**src/sv/mofb_pkg.sv**
```systemverilog
// shared types and constants for the masked overlay feather blend
`default_nettype none
package mofb_pkg;
  localparam int unsigned MaxLineDef = 4096;
  localparam int unsigned SampleBitsDef = 32;

  typedef enum logic [1:0] {
    MODE_REPLACE = 2'd0,
    MODE_LEAVE   = 2'd1,
    MODE_AVERAGE = 2'd2,
    MODE_NONE    = 2'd3
  } mode_e;

  typedef enum logic [1:0] {
    SRC_BASE  = 2'd0,
    SRC_INSET = 2'd1,
    SRC_BLEND = 2'd2
  } src_e;

  typedef enum logic [1:0] {
    CFG_MASK = 2'd0,
    CFG_MODE = 2'd1
  } cfg_e;

  typedef enum logic [1:0] {
    ST_IDLE,
    ST_MUL,
    ST_DIV,
    ST_OUT
  } div_state_e;
endpackage
`default_nettype wire

```
**src/sv/mofb_front.sv**
```systemverilog
// front end: classifies beats, keeps the line counters, builds the jobs for compose beats
`default_nettype none
module mofb_front #(
  parameter int unsigned MaxLine = mofb_pkg::MaxLineDef,
  parameter int unsigned SampleBits = mofb_pkg::SampleBitsDef,
  parameter int unsigned CntW = $clog2(MaxLine + 1)
) (
  input  wire logic                         clk_i,
  input  wire logic                         rst_ni,
  input  wire logic                         in_valid_i,
  output logic                              in_ready_o,
  input  wire logic                         op_i,
  input  wire logic                         first_i,
  input  wire logic signed [SampleBits-1:0] inset_i,
  input  wire logic signed [SampleBits-1:0] base_i,
  input  wire logic                         left_i,
  input  wire logic signed [SampleBits-1:0] mask_i,
  input  wire mofb_pkg::mode_e              mode_i,
  output logic                              job_valid_o,
  input  wire logic                         job_ready_i,
  output logic [2*SampleBits+2*CntW+3:0]    job_o
);
  import mofb_pkg::*;

  logic [CntW-1:0] cnt_q, cnt_d, idx_q, idx_d;
  logic ins_ok, bas_ok, fire;
  logic [CntW-1:0] idx_base;
  src_e src;

  assign in_ready_o = job_ready_i;
  assign fire = in_valid_i && in_ready_o;
  assign ins_ok = inset_i != mask_i;
  assign bas_ok = base_i != mask_i;
  assign idx_base = first_i ? '0 : idx_q;

  // classify and advance counters
  always_comb begin
    cnt_d = cnt_q;
    idx_d = idx_q;
    src = SRC_BASE;
    if (!op_i) begin
      cnt_d = first_i ? '0 : cnt_q;
      if (ins_ok && bas_ok && cnt_d < CntW'(MaxLine)) cnt_d = cnt_d + 1'b1;
    end else begin
      idx_d = idx_base;
      if (ins_ok) begin
        unique case (mode_i)
          MODE_REPLACE: src = SRC_INSET;
          MODE_LEAVE:   src = bas_ok ? SRC_BASE : SRC_INSET;
          MODE_AVERAGE: begin
            if (!bas_ok) src = SRC_INSET;
            else begin
              src = SRC_BLEND;
              if (idx_base < cnt_q) idx_d = idx_base + 1'b1;
            end
          end
          default: src = SRC_BASE;
        endcase
      end
    end
  end

  always_ff @(posedge clk_i or negedge rst_ni) begin
    if (!rst_ni) begin
      cnt_q <= '0;
      idx_q <= '0;
    end else if (fire) begin
      cnt_q <= cnt_d;
      idx_q <= idx_d;
    end
  end

  // job: left, src, a zero bit, k, n, base, inset
  assign job_valid_o = in_valid_i && op_i;
  assign job_o = {left_i, src, 1'b0, idx_d, cnt_q, base_i, inset_i};
endmodule
`default_nettype wire

```
**src/sv/mofb_fifo.sv**
```systemverilog
// two-entry queue between the front and the back end
`default_nettype none
module mofb_fifo #(
  parameter int unsigned Width = 8
) (
  input  wire logic             clk_i,
  input  wire logic             rst_ni,
  input  wire logic             wr_valid_i,
  output logic                  wr_ready_o,
  input  wire logic [Width-1:0] wr_data_i,
  output logic                  rd_valid_o,
  input  wire logic             rd_ready_i,
  output logic [Width-1:0]      rd_data_o
);
  logic [Width-1:0] mem_q [2];
  logic wp_q, rp_q;
  logic [1:0] cnt_q;
  logic wr, rd;

  assign wr_ready_o = cnt_q != 2'd2;
  assign rd_valid_o = cnt_q != 2'd0;
  assign rd_data_o = mem_q[rp_q];
  assign wr = wr_valid_i && wr_ready_o;
  assign rd = rd_valid_o && rd_ready_i;

  always_ff @(posedge clk_i) begin
    if (wr) mem_q[wp_q] <= wr_data_i;
  end

  always_ff @(posedge clk_i or negedge rst_ni) begin
    if (!rst_ni) begin
      wp_q <= 1'b0;
      rp_q <= 1'b0;
      cnt_q <= 2'd0;
    end else begin
      if (wr) wp_q <= ~wp_q;
      if (rd) rp_q <= ~rp_q;
      cnt_q <= cnt_q + {1'b0, wr} - {1'b0, rd};
    end
  end
endmodule
`default_nettype wire

```
**src/sv/mofb_back.sv**
```systemverilog
// back end: passes copied and kept samples, weighted sum and restoring division for blended beats
`default_nettype none
module mofb_back #(
  parameter int unsigned SampleBits = mofb_pkg::SampleBitsDef,
  parameter int unsigned CntW = 13
) (
  input  wire logic                            clk_i,
  input  wire logic                            rst_ni,
  input  wire logic                            job_valid_i,
  output logic                                 job_ready_o,
  input  wire logic [2*SampleBits+2*CntW+3:0]  job_i,
  output logic                                 out_valid_o,
  input  wire logic                            out_ready_i,
  output logic signed [SampleBits-1:0]         out_sample_o,
  output mofb_pkg::src_e                       out_src_o
);
  import mofb_pkg::*;

  localparam int unsigned DW = CntW + 1;
  localparam int unsigned PW = SampleBits + DW + 1;
  localparam int unsigned QW = PW;
  localparam int unsigned SW = $clog2(QW + 1);

  logic signed [SampleBits-1:0] ins, bas;
  logic [CntW-1:0] n, k;
  logic left;
  src_e jsrc;

  assign ins = job_i[SampleBits-1:0];
  assign bas = job_i[2*SampleBits-1:SampleBits];
  assign n = job_i[2*SampleBits+CntW-1:2*SampleBits];
  assign k = job_i[2*SampleBits+2*CntW-1:2*SampleBits+CntW];
  assign jsrc = src_e'(job_i[2*SampleBits+2*CntW+2:2*SampleBits+2*CntW+1]);
  assign left = job_i[2*SampleBits+2*CntW+3];

  div_state_e st_q, st_d;
  logic [DW-1:0] d_q, wb_q;
  logic signed [SampleBits-1:0] ins_q, bas_q;
  logic neg_q;
  logic [QW-1:0] quo_q, quo_d;
  logic [DW:0] rem_q, rem_d;
  logic [SW-1:0] step_q, step_d;
  logic signed [SampleBits-1:0] res_q, res_d;
  src_e src_q, src_d;
  logic signed [PW-1:0] prod, mag_prod;
  logic signed [SampleBits:0] diff;
  logic [DW:0] trial;
  logic [DW-1:0] d_w, wb_w;

  // sum = d*ins + wb*(bas-ins), two multiplies
  assign diff = {bas_q[SampleBits-1], bas_q} - {ins_q[SampleBits-1], ins_q};
  assign prod = PW'($signed({1'b0, wb_q})) * PW'(diff)
              + PW'($signed({1'b0, d_q})) * PW'(ins_q);
  assign mag_prod = prod[PW-1] ? -prod : prod;
  assign d_w = DW'(n) + DW'(1);
  assign wb_w = left ? DW'(k) : d_w - DW'(k);
  assign trial = {rem_q[DW-1:0], quo_q[QW-1]} - {1'b0, d_q};

  // sequencer
  always_comb begin
    st_d = st_q;
    quo_d = quo_q;
    rem_d = rem_q;
    step_d = step_q;
    res_d = res_q;
    src_d = src_q;
    job_ready_o = 1'b0;
    unique case (st_q)
      ST_IDLE: begin
        job_ready_o = 1'b1;
        if (job_valid_i) begin
          src_d = jsrc;
          unique case (jsrc)
            SRC_INSET: begin res_d = ins; st_d = ST_OUT; end
            SRC_BLEND: st_d = ST_MUL;
            default:   begin res_d = bas; st_d = ST_OUT; end
          endcase
        end
      end
      ST_MUL: begin
        quo_d = QW'(mag_prod);
        rem_d = '0;
        step_d = SW'(QW);
        st_d = ST_DIV;
      end
      ST_DIV: begin
        if (trial[DW]) begin
          rem_d = {rem_q[DW-1:0], quo_q[QW-1]};
          quo_d = {quo_q[QW-2:0], 1'b0};
        end else begin
          rem_d = trial;
          quo_d = {quo_q[QW-2:0], 1'b1};
        end
        step_d = step_q - 1'b1;
        if (step_q == SW'(1)) begin
          res_d = neg_q ? -SampleBits'(quo_d) : SampleBits'(quo_d);
          st_d = ST_OUT;
        end
      end
      ST_OUT: begin
        if (out_ready_i) st_d = ST_IDLE;
      end
      default: st_d = ST_IDLE;
    endcase
  end

  always_ff @(posedge clk_i or negedge rst_ni) begin
    if (!rst_ni) st_q <= ST_IDLE;
    else st_q <= st_d;
  end

  always_ff @(posedge clk_i) begin
    quo_q <= quo_d;
    rem_q <= rem_d;
    step_q <= step_d;
    res_q <= res_d;
    src_q <= src_d;
    if (st_q == ST_IDLE) begin
      ins_q <= ins;
      bas_q <= bas;
      d_q <= d_w;
      wb_q <= wb_w;
    end
    if (st_q == ST_MUL) neg_q <= prod[PW-1];
  end

  assign out_valid_o = st_q == ST_OUT;
  assign out_sample_o = res_q;
  assign out_src_o = src_q;
endmodule
`default_nettype wire

```
**src/sv/masked_overlay_feather_blend.sv**
```systemverilog
// top level of the masked overlay feather blend
//
// Survey beats (op 0) are absorbed while the queue has room and produce
// nothing. Compose beats give one result each. The back end works on one
// job at a time. A copied or kept sample occupies it while it takes the job
// and presents the result. A blended sample occupies it while it takes the
// job, forms the weighted sum, divides it by n+1 in a bit-serial divider at
// one quotient bit per cycle, and presents the result. A stalling receiver
// holds the back end in its output state. A two-entry queue lets survey
// beats and classification continue while a division runs.
`default_nettype none
module masked_overlay_feather_blend #(
  parameter int unsigned MaxLine = mofb_pkg::MaxLineDef,
  parameter int unsigned SampleBits = mofb_pkg::SampleBitsDef
) (
  input  wire logic        clk_i,
  input  wire logic        rst_ni,
  input  wire logic        s_axis_tvalid,
  output logic             s_axis_tready,
  // first_of_line, inset_sample, base_sample, left_ramp, 6 zero bits
  input  wire logic [71:0] s_axis_tdata,
  // op
  input  wire logic [0:0]  s_axis_tuser,
  output logic             m_axis_tvalid,
  input  wire logic        m_axis_tready,
  // out_sample
  output logic [31:0]      m_axis_tdata,
  // source
  output logic [1:0]       m_axis_tuser,
  input  wire logic        cfg_we_i,
  input  wire logic [0:0]  cfg_addr_i,
  input  wire logic [31:0] cfg_wdata_i
);
  import mofb_pkg::*;

  localparam int unsigned CntW = $clog2(MaxLine + 1);
  localparam int unsigned JW = 2*SampleBits + 2*CntW + 4;

  logic [31:0] mask_q;
  mode_e mode_q;
  logic signed [SampleBits-1:0] mask_s, ins_s, bas_s, res_s;
  logic jv, jr, qv, qr;
  logic [JW-1:0] job, qjob;
  src_e src;

  // configuration registers
  always_ff @(posedge clk_i or negedge rst_ni) begin
    if (!rst_ni) begin
      mask_q <= '0;
      mode_q <= MODE_REPLACE;
    end else if (cfg_we_i) begin
      unique case (cfg_e'({1'b0, cfg_addr_i}))
        CFG_MASK: mask_q <= cfg_wdata_i;
        CFG_MODE: mode_q <= mode_e'(cfg_wdata_i[1:0]);
        default: ;
      endcase
    end
  end

  assign mask_s = mask_q[SampleBits-1:0];
  assign ins_s = s_axis_tdata[1+SampleBits-1:1];
  assign bas_s = s_axis_tdata[33+SampleBits-1:33];

  mofb_front #(.MaxLine(MaxLine), .SampleBits(SampleBits), .CntW(CntW)) u_front (
    .clk_i, .rst_ni,
    .in_valid_i(s_axis_tvalid), .in_ready_o(s_axis_tready),
    .op_i(s_axis_tuser[0]), .first_i(s_axis_tdata[0]),
    .inset_i(ins_s), .base_i(bas_s), .left_i(s_axis_tdata[65]),
    .mask_i(mask_s), .mode_i(mode_q),
    .job_valid_o(jv), .job_ready_i(jr), .job_o(job)
  );

  mofb_fifo #(.Width(JW)) u_fifo (
    .clk_i, .rst_ni,
    .wr_valid_i(jv), .wr_ready_o(jr), .wr_data_i(job),
    .rd_valid_o(qv), .rd_ready_i(qr), .rd_data_o(qjob)
  );

  mofb_back #(.SampleBits(SampleBits), .CntW(CntW)) u_back (
    .clk_i, .rst_ni,
    .job_valid_i(qv), .job_ready_o(qr), .job_i(qjob),
    .out_valid_o(m_axis_tvalid), .out_ready_i(m_axis_tready),
    .out_sample_o(res_s), .out_src_o(src)
  );

  assign m_axis_tdata = 32'(res_s);
  assign m_axis_tuser = src;

  // checks
  ap_src_legal: assert property (@(posedge clk_i) disable iff (!rst_ni)
    m_axis_tvalid |-> src != 2'd3) else $error("bad source code");
  ap_survey_quiet: assert property (@(posedge clk_i) disable iff (!rst_ni)
    (s_axis_tvalid && !s_axis_tuser[0]) |-> !jv) else $error("survey made a job");
  ap_ready_q: assert property (@(posedge clk_i) disable iff (!rst_ni)
    s_axis_tready == jr) else $error("front ready mismatch");
endmodule
`default_nettype wire

```
**config.mk**
```make
export PLATFORM = sky130hd
export DESIGN_NAME = masked_overlay_feather_blend
export DESIGN_NICKNAME = d
export VERILOG_FILES = /design/src/sv/mofb_pkg.sv /design/src/sv/mofb_front.sv /design/src/sv/mofb_fifo.sv /design/src/sv/mofb_back.sv /design/src/sv/masked_overlay_feather_blend.sv
export SDC_FILE = /design/constraint.sdc
export NUM_CORES = 2
export LEC_CHECK = 0
export BUFFER_PORTS_ARGS = -buffer_cell sky130_fd_sc_hd__buf_2
export CAP_MARGIN = 15
export CELL_PAD_IN_SITES_DETAIL_PLACEMENT = 0
export CELL_PAD_IN_SITES_GLOBAL_PLACEMENT = 1
export CORE_UTILIZATION = 52
export DETAILED_ROUTE_END_ITERATION = 10
export PLACE_DENSITY_LB_ADDON = 0.1
export RECOVER_POWER = 50
export SYNTH_ARGS = -nofsm -noshare
export SYNTH_HDL_FRONTEND = slang
export SYNTH_SLANG_ARGS = --single-unit
```
**constraint.sdc**
```tcl
create_clock -name clk_i -period 14.01 [get_ports clk_i]
set_input_delay 1.401 -clock clk_i [delete_from_list [all_inputs] [get_ports clk_i]]
set_output_delay 1.401 -clock clk_i [all_outputs]
set_load 0.1 [all_outputs]
```
==> reports/results.txt <==
Outcome: complete, but fails checks
Failing checks: capacitance limit, slew limit
Synth Register Bits: 446
Die Ht: 327.3 µm
Largest net degree at the start of global routing: 104
Clock-pin slew on the worst setup and hold paths: 0.07 ns
Area grow syn2layout: 6.842%
Ys Warns: 0
Most frequent cells in the layout: 1025 x inv_1, 920 x fa_1, 547 x nand2_1
Root buffer cell: clkbuf_16
Final setup viols: 0
Setup bufs post-CTS: 0
Initial antenna violation count: 4
Critical Path Start Type: flip-flop
Most common cell after layout, fill and taps aside: inv_1
Async SR Flop Fraction: 14.80%
Worst setup margin: 1.334 ns
Clock period minus worst slack: 12.68 ns
Top-area cell type share of the netlist area: 33.47%
Synthesized area per cell: 10.04 µm²
Slack of the worst reg-to-reg path: 1.33 ns
Skew-Pair Late Insertion Delay: 0.63 ns
Worst EP arrival: 12.93 ns
Hold WC Path Type: reg -> reg
Total negative slack: 0 ns
Crit share post-route: 90.48%
Post-CTS Resized: 0
Antenna Nets Post-Route: 0
All-layer global routing usage: 31.58%
Routed Wire Length: 163.3 mm
Synth cell types: 91
Die width: 327.3 µm
Final net count: 6805
First-pass GRT wire length: 250.4 mm
Drt initial violations: 3400
Synth top area cells: fa_1 33%, edfxtp_1 21%, inv_1 7.0%, ha_1 5.9%, and2_1 3.8%
Endpoint type of the worst setup path: flip-flop
Ys flop type: edfxtp_1
Vias in the first global route: 40250
Dpl hpwl: 129.8 mm
IO Port Bufs: 140
Slew @ Worst Pin: 4.220 ns
Seq/Total Area, Yosys: 23.74%
WL/cell: 23.55 µm
Worst clock skew: 0.05474 ns
# H-tree levels: 2
CP Class: reg -> reg
Vias per inst: 5.627
Slowest CP cell: xnor2_2
Required time at the worst-slack endpoint: 14.26 ns
Final Hold Viols: 0
Fin. max-slew vios: 511
Gpl congestion: 0.9482
Critical-path maximum fanout: 14
Num CTS Buffers: 47
Starting Density: 52.79%
RSZ-0062 raised after global routing: false
DRC Markers: 0
Post-CTS Hold Buffers: 0
Mapped Area: 0.05502 mm²
CTS tree: yes
Core area: 0.1042 mm²
Max Cap Viol: 9
Die area: 0.1071 mm²
Dpl ws: 1.672 ns
IO Count: 147
Synth area leader: fa_1
Detailed-route via count: 39020
Total grt overflow: 0
Max Freq: 78.89 MHz
Number of synthesized flops with an enable pin: 380
Rel. slew slack: -181.3%
CP dominant cell by count: fa_1
Layout cell share with drive strength beyond 1: 7.006%
Clk sinks: 446
Post-Syn Nets: 6770
Synth Instances: 5478
1st-pass router iterations: 5
CP max stage delay: 0.73 ns
CTS max path bufs: 3
FP Rows: 118
==> cells by family (layout without fill, tap and decap cells) <==
group / count (synthesis) / count (layout) / share of synthesized area [%]
simple gates: 1663 / 1663 / 14.94
buf+inv: 1274 / 1348 / 8.716
fa+ha+maj: 1182 / 1182 / 39.43
compound gates: 519 / 519 / 6.265
flops: 446 / 446 / 23.74
xor+xnor: 218 / 218 / 3.484
mux: 176 / 176 / 3.434
other cells: 0 / 2 / 0
==> worst max-delay path, delay by kind of cell (launching register included) <==
family          cells  cell delay (ns)
simple gates        7             2.03
buf+inv             6             0.72
fa+ha+maj          10             4.86
xor+xnor            2             1.15
flops               1             0.57
compound gates     13             3.00
==> sequential cells by signal, indices dropped and copies added (netlist names), 14 cells and up <==
register             count
mask_q                  32
u_back.bas_q            32
u_back.d_q              14
u_back.ins_q            32
u_back.out_sample_o     32
u_back.quo_q            47
u_back.rem_q            14
u_back.wb_q             14
u_fifo.mem_q           186
==> layout make-up <==
class / instances / area, µm²
Antenna cell: 2 / 5.005
Tap cell: 1380 / 1727
Timing Repair Buffer: 228 / 1272
Fill cell: 9355 / 45450
Inverter: 1032 / 3874
Sequential cell: 446 / 13070
Multi-Input combinational cell: 3758 / 37240
Clock buffer: 65 / 1294
Clock inverter: 23 / 310.3
==> cells in the mapped netlist, types with 19 or more instances <==
library cell / number
mux2i_1: 74
and2_1: 335
nor2_1: 327
a21o_1: 26
and3_1: 46
nor4_1: 22
inv_1: 1027
mux2_2: 102
nor2b_1: 66
o21a_1: 23
or3_1: 27
nand2_1: 547
o211ai_1: 31
o21ai_0: 123
a21oi_1: 134
fa_1: 920
xnor2_1: 133
clkbuf_1: 212
buf_1: 19
ha_1: 261
nand4_1: 28
edfxtp_1: 380
nand3_1: 75
xor2_1: 84
nor3_1: 53
nand2b_1: 42
dfrtp_1: 66
or4_1: 30
a211oi_1: 22
==> layer usage <==
layer / wire length [µm] / vias up / global-route usage (%)
met5: 0 / - / 0
met4: 5192 / 0 / 8.919
met2: 73260 / 1367 / 48.65
met1: 72630 / 20050 / 46.13
met3: 12230 / 200 / 5.299
li1: - / 17400 / -
==> path summary, 6_finish.rpt <==
kind,from,to,depth (start not counted)
max reg2reg,u_back.ins_q[2],u_back.quo_q[44],38
min in group asynchronous,rst_ni,u_front.idx_q[2],1
min reg2reg,u_fifo.wp_q,u_fifo.wp_q,1
max,u_back.ins_q[2],u_back.quo_q[44],38
min,u_fifo.wp_q,u_fifo.wp_q,1
max in group asynchronous,rst_ni,u_fifo.rp_q,2
==> through the flow <==
stage	area, µm²	utilization, %	cells	hold WS (ns)
global placement	57300	54.97	6841	0.4808
global route	58780	56.40	6932	0.5275
CTS	58900	56.51	6929	0.5055
floorplan	55020	-	5478	0.4608
finish	58790	56.40	6934	0.4936
detailed placement	57300	54.97	6841	0.4913
Power is left out: the tool's default activity adds up to more than one toggle a clock period on the data nets, which glitch-free logic cannot reach.
